<file path="src/rtl/bagap_pkg.sv">
package bagap_pkg;

  localparam int unsigned MaxContoursDef = 64;
  localparam int unsigned CoordBitsDef   = 12;
  localparam int unsigned ScaleW         = 10;
  localparam int unsigned FracW          = 16;
  localparam int unsigned ScoreW         = 26;
  localparam int unsigned OutAreaW       = 25;
  localparam int unsigned OutIdxW        = 6;

  localparam logic [ScaleW-1:0] ScaleReset = ScaleW'(1);

  typedef enum logic [1:0] {
    SEL_I,
    SEL_J,
    SEL_RANK
  } score_sel_e;

  typedef struct packed {
    logic       accept;
    logic       mm_upd;
    logic       mm_first;
    logic       sc_load;
    logic       div_step;
    logic       sc_write;
    logic       rk_load;
    logic       rk_cmp;
    logic       j_lt_i;
    logic       rk_write;
    logic       area_sel_rank;
    score_sel_e score_sel;
    logic       sp_upd;
    logic       first_pos;
    logic       emit;
    logic       last;
    logic       set_done;
  } cmd_t;

endpackage

</file>
<file path="src/rtl/bagap_ctrl.sv">
module bagap_ctrl
  import bagap_pkg::*;
#(
  parameter int unsigned MaxContours = MaxContoursDef,
  parameter int unsigned DivSteps    = ScaleW + 2 * CoordBitsDef + 1 + FracW,
  localparam int unsigned IdxW  = $clog2(MaxContours),
  localparam int unsigned CntW  = $clog2(MaxContours + 1),
  localparam int unsigned StepW = $clog2(DivSteps)
) (
  input  logic            clk_i,
  input  logic            rst_ni,
  input  logic            start_i,
  input  logic            set_end_i,
  input  logic [CntW-1:0] count_i,
  output logic            busy_o,
  output cmd_t            cmd_o,
  output logic [IdxW-1:0] idx_i_o,
  output logic [IdxW-1:0] idx_j_o
);

  typedef enum logic [3:0] {
    ST_COLLECT,
    ST_MM_ADDR,
    ST_MM_DATA,
    ST_SC_ADDR,
    ST_SC_LOAD,
    ST_SC_DIV,
    ST_SC_WRITE,
    ST_RK_ADDR_I,
    ST_RK_LOAD_I,
    ST_RK_ADDR_J,
    ST_RK_CMP,
    ST_RK_WRITE,
    ST_FT_RANK,
    ST_FT_DATA,
    ST_FT_USE
  } state_e;

  state_e           state_q;
  logic [CntW-1:0]  i_q;
  logic [CntW-1:0]  j_q;
  logic [StepW-1:0] step_q;
  logic             phase_q;
  logic             i_last;
  logic             j_last;

  assign i_last  = (i_q + CntW'(1)) == count_i;
  assign j_last  = (j_q + CntW'(1)) == count_i;
  assign idx_i_o = i_q[IdxW-1:0];
  assign idx_j_o = j_q[IdxW-1:0];
  assign busy_o  = (state_q != ST_COLLECT);

  always_ff @(posedge clk_i or negedge rst_ni) begin
    if (!rst_ni) begin
      state_q <= ST_COLLECT;
      i_q     <= '0;
      j_q     <= '0;
      step_q  <= '0;
      phase_q <= 1'b0;
    end else begin
      unique case (state_q)
        ST_COLLECT: begin
          if (start_i && set_end_i) begin
            i_q     <= '0;
            state_q <= ST_MM_ADDR;
          end
        end
        ST_MM_ADDR: state_q <= ST_MM_DATA;
        ST_MM_DATA: begin
          if (i_last) begin
            i_q     <= '0;
            state_q <= ST_SC_ADDR;
          end else begin
            i_q     <= i_q + CntW'(1);
            state_q <= ST_MM_ADDR;
          end
        end
        ST_SC_ADDR: state_q <= ST_SC_LOAD;
        ST_SC_LOAD: begin
          step_q  <= '0;
          state_q <= ST_SC_DIV;
        end
        ST_SC_DIV: begin
          step_q <= step_q + StepW'(1);
          if (step_q == StepW'(DivSteps - 1)) begin
            state_q <= ST_SC_WRITE;
          end
        end
        ST_SC_WRITE: begin
          if (i_last) begin
            i_q     <= '0;
            state_q <= ST_RK_ADDR_I;
          end else begin
            i_q     <= i_q + CntW'(1);
            state_q <= ST_SC_ADDR;
          end
        end
        ST_RK_ADDR_I: state_q <= ST_RK_LOAD_I;
        ST_RK_LOAD_I: begin
          j_q     <= '0;
          state_q <= ST_RK_ADDR_J;
        end
        ST_RK_ADDR_J: state_q <= ST_RK_CMP;
        ST_RK_CMP: begin
          if (j_last) begin
            state_q <= ST_RK_WRITE;
          end else begin
            j_q     <= j_q + CntW'(1);
            state_q <= ST_RK_ADDR_J;
          end
        end
        ST_RK_WRITE: begin
          if (i_last) begin
            i_q     <= '0;
            phase_q <= 1'b0;
            state_q <= ST_FT_RANK;
          end else begin
            i_q     <= i_q + CntW'(1);
            state_q <= ST_RK_ADDR_I;
          end
        end
        ST_FT_RANK: state_q <= ST_FT_DATA;
        ST_FT_DATA: state_q <= ST_FT_USE;
        ST_FT_USE: begin
          if (i_last) begin
            i_q <= '0;
            if (!phase_q) begin
              phase_q <= 1'b1;
              state_q <= ST_FT_RANK;
            end else begin
              state_q <= ST_COLLECT;
            end
          end else begin
            i_q     <= i_q + CntW'(1);
            state_q <= ST_FT_RANK;
          end
        end
        default: state_q <= ST_COLLECT;
      endcase
    end
  end

  always_comb begin
    cmd_o = '0;
    cmd_o.score_sel = SEL_I;
    unique case (state_q)
      ST_COLLECT: cmd_o.accept = start_i;
      ST_MM_DATA: begin
        cmd_o.mm_upd   = 1'b1;
        cmd_o.mm_first = (i_q == '0);
      end
      ST_SC_LOAD:   cmd_o.sc_load = 1'b1;
      ST_SC_DIV:    cmd_o.div_step = 1'b1;
      ST_SC_WRITE:  cmd_o.sc_write = 1'b1;
      ST_RK_LOAD_I: cmd_o.rk_load = 1'b1;
      ST_RK_ADDR_J: cmd_o.score_sel = SEL_J;
      ST_RK_CMP: begin
        cmd_o.rk_cmp = 1'b1;
        cmd_o.j_lt_i = (j_q < i_q);
      end
      ST_RK_WRITE:  cmd_o.rk_write = 1'b1;
      ST_FT_DATA: begin
        cmd_o.area_sel_rank = 1'b1;
        cmd_o.score_sel     = SEL_RANK;
      end
      ST_FT_USE: begin
        if (!phase_q) begin
          cmd_o.sp_upd    = 1'b1;
          cmd_o.first_pos = (i_q == '0);
        end else begin
          cmd_o.emit     = 1'b1;
          cmd_o.last     = i_last;
          cmd_o.set_done = i_last;
        end
      end
      default: ;
    endcase
  end

endmodule

</file>
<file path="config.mk">
export PLATFORM = sky130hd
export DESIGN_NAME = bagap_ctrl
export DESIGN_NICKNAME = d
export VERILOG_FILES = /design/src/rtl/bagap_pkg.sv /design/src/rtl/bagap_ctrl.sv
export SDC_FILE = /design/constraint.sdc
export NUM_CORES = 1
export LEC_CHECK = 0
export ABC_CLOCK_PERIOD_IN_PS = 2800
export BUFFER_PORTS_ARGS = -buffer_cell sky130_fd_sc_hd__buf_2
export CORE_ASPECT_RATIO = 0.8
export CORE_MARGIN = 2
export CORE_UTILIZATION = 35
export CTS_CLUSTER_SIZE = 10
export DETAILED_ROUTE_END_ITERATION = 10
export RECOVER_POWER = 25
export SLEW_MARGIN = 10
export SYNTH_ARGS = -nofsm -noshare
export SYNTH_HDL_FRONTEND = slang
export SYNTH_SLANG_ARGS = --single-unit
</file>
<file path="constraint.sdc">
create_clock -name clk_i -period 2.8 [get_ports clk_i]
set_clock_uncertainty 0.2 [all_clocks]
set_input_delay 0.42 -clock clk_i [delete_from_list [all_inputs] [get_ports clk_i]]
set_output_delay 0.42 -clock clk_i [all_outputs]
set_load 0.05 [all_outputs]
</file>
==> metrics.cfg <==
[run_status]
status = completed

[synthesis]
postSynthAreaPerCell_um2 = 8.53
ys_warn_count = 0
synth_seq_cells = 25
synth_area_leaders = dfrtp_1 29%, ha_1 6.3%, buf_4 5.1%
synthCells = 257
synth-main-ff-cell = dfrtp_1
synthesis.area_um2 = 2190
async_flop_share_pct = 100
syn-num-nets = 279
yosysUniqueCellTypes = 53
synth.top_cell.area_share_pct = 28.5
yosysTopAreaCell = dfrtp_1
synth_edf_count = 0
ys_seq_area_share_pct = 28.5

[timing]
period_share_pct = 97.2
setup_viol = 0
clock.fmax_mhz = 368
period_needed_ps = 2720
rsz0062_at_grt = yes
slew_headroom_pct = 1.44
final-hold-violation-count = 0
final_max_slew_viol_count = 0
worst_pin_slew_ps = 1480
holdWs_ps = 301

[power_and_ir_drop]
p_total_mw = 2.60
leakage_nw = 1.20
worst_ir_drop_vdd_uv = 460
powerDensity_nw_per_um2 = 1030

[routing]
post_drt_wl_per_cell_um = 14.1
post-route-drc-count = 0
wl_mm = 5.24
vias = 1869
vias_per_cell = 5.04
route.met2.wl_mm = 2.27
drtIter0Drc = 98
drtAntennaViolNets = 0
wl_met3_um = 218
maxUsedRoutingLayer = met4
first_pass_iters = 4
wl_met1_mm = 2.70

[layout]
drive_gt1_share_pct = 25.2
diodes = 0
final_nets = 313
n_fill_cell = 606
post-route-util_pct = 42.2
syn_to_final_growth_pct = 15.0
fin_area_um2 = 2520

[critical_path]
crit_path_end_kind = primary output
critical_path_class = flip-flop to primary output
worstPathRequired_ps = 2180
worstSetupStartpointType = flip-flop
cp.arrival_ps = 2100
critPathMaxFanout = 6

[global_routing]
grt_pass1_wl_mm = 8.74
grt_max_degree = 26
grt_antenna_before_repair = 0
grt_usage_pct = 16.1
gr-total-overflow = 0
grt_pass1_vias = 1823

[clocking]
cts_buffers = 3
cts_tree = yes
clock_latency_ps = 280
cts_root_buffer = clkbuf_8
clkTransAtPathRegs_ps = 100
numClockSinks = 25
h-tree-depth = 1
clockBufferDepth = 2

[die]
initial_core_util_pct = 36.7
fp-row-count = 25
die_h_um = 74.8
core_area_um2 = 5970
die_w_um = 92.5
ioPinCount = 42
die-area_um2 = 6920

[placement]
io_buffers = 41
gp_congestion = 0.803
post_dp_cell_area_um2 = 2390
dpl.hpwl_mm = 4.11

[hold_path]
min_path_type = flip-flop to flip-flop

[job]
cap_violations = 0

-- critical path: stages, from the launching register on --
cell and delay, ps:
dfrtp_1 390, buf_4 140, ha_4 180, nor2b_1 180, o21a_1 180, o31ai_4 90, nor4_4 310, and2_4 200
buf_6 150
-- report_power, final --
| part | internal [mW] | leakage, nW | switching [mW] |
|---|---|---|---|
| Combinational | 0.590 | 0.850 | 1.10 |
| Clock | 0.105 | 0.0261 | 0.131 |
| Sequential | 0.468 | 0.323 | 0.205 |
| Total | 1.16 | 1.20 | 1.44 |
-- Yosys cell counts (4+ instances only) --
| library cell | count |
|---|---|
| nand2_1 | 29 |
| dfrtp_1 | 25 |
| nor2_1 | 17 |
| buf_4 | 15 |
| o21ai_0 | 15 |
| inv_1 | 13 |
| nand3_1 | 12 |
| ha_1 | 11 |
| xnor2_1 | 11 |
| xor2_1 | 9 |
| mux2i_1 | 8 |
| o31ai_1 | 7 |
| a21oi_1 | 6 |
| nor3_1 | 6 |
| nand2b_1 | 5 |
| nor2b_1 | 5 |
| and2_1 | 4 |
| and3_1 | 4 |
| nor4_1 | 4 |
| o21ai_1 | 4 |
-- flip-flops by register name, summed over array words and instances (netlist names) --
signal	cells
step_q	6
i_q	7
phase_q	1
state_q	4
j_q	7
-- final timing paths --
kind	start	depth (start not counted)	slack [ps]	end
min in group asynchronous	rst_ni	2	810	j_q[0]$_DFFE_PN0P_
worst max register to register	j_q[0]$_DFFE_PN0P_	8	330	j_q[5]$_DFFE_PN0P_
worst min-delay path	step_q[5]$_DFFE_PN0P_	1	300	step_q[5]$_DFFE_PN0P_
max in group asynchronous	rst_ni	2	610	i_q[1]$_DFFE_PN0P_
worst max-delay path	i_q[0]$_DFFE_PN0P_	8	80	cmd_o[1]
worst min register to register	step_q[5]$_DFFE_PN0P_	1	300	step_q[5]$_DFFE_PN0P_
-- layer usage --
metal,track usage [%],up-vias
li1,-,962
met1,22.3,858
met2,26.5,45
met3,2.80,4
met4,3.98,0
met5,0,-
-- metrics by stage --
| step | setup WS [ps] | instances | setup TNS [ps] |
|---|---|---|---|
| floorplan | -168 | 257 | -461 |
| global placement | 288 | 364 | 0 |
| detailed placement | 200 | 364 | 0 |
| CTS | -55.3 | 369 | -110 |
| global route | -22.7 | 371 | -43.5 |
| finish | 79.6 | 371 | 0 |
-- cell type report --
class | instances | area [µm²] | share of cell area (%)
flip-flops and latches | 25 | 628 | 24.9
well taps | 81 | 101 | 4.02
inverters | 15 | 56.3 | 2.23
clock buffers | 3 | 41.3 | 1.64
multi-input cells | 195 | 1390 | 55.1
repair buffers | 51 | 297 | 11.8
clock inverters | 1 | 8.76 | 0.347
-- layout by cell type (no fill, tap or decap), drive strengths merged, types with 9 or more instances in the layout --
cell / count
ha: 11
inv: 16
o21ai: 19
nor2: 18
nand2: 29
xnor2: 11
xor2: 9
buf: 49
o31ai: 9
nand3: 13
dfrtp: 25
-- what timing repair did --
item | 4_1_cts | 5_1_grt
gates resized for setup | 2 | 15
buffers inserted | 0 | 2
setup endpoints to repair | 2 | 3
endpoints found under the hold margin | 25 | 0
pin swaps | 0 | 1
hold buffers | 1 | 0
-- kinds of logic after synthesis --
logic type / count (synthesis) / share of synthesized area, %
buf+inv: 37 / 9.99
xor+xnor: 21 / 9.02
simple gates: 100 / 24.6
mux: 9 / 4.17
flops: 25 / 28.5
fa+ha+maj: 11 / 6.28
compound gates: 54 / 17.4
Note: power is estimated with default switching activity, not from simulation.
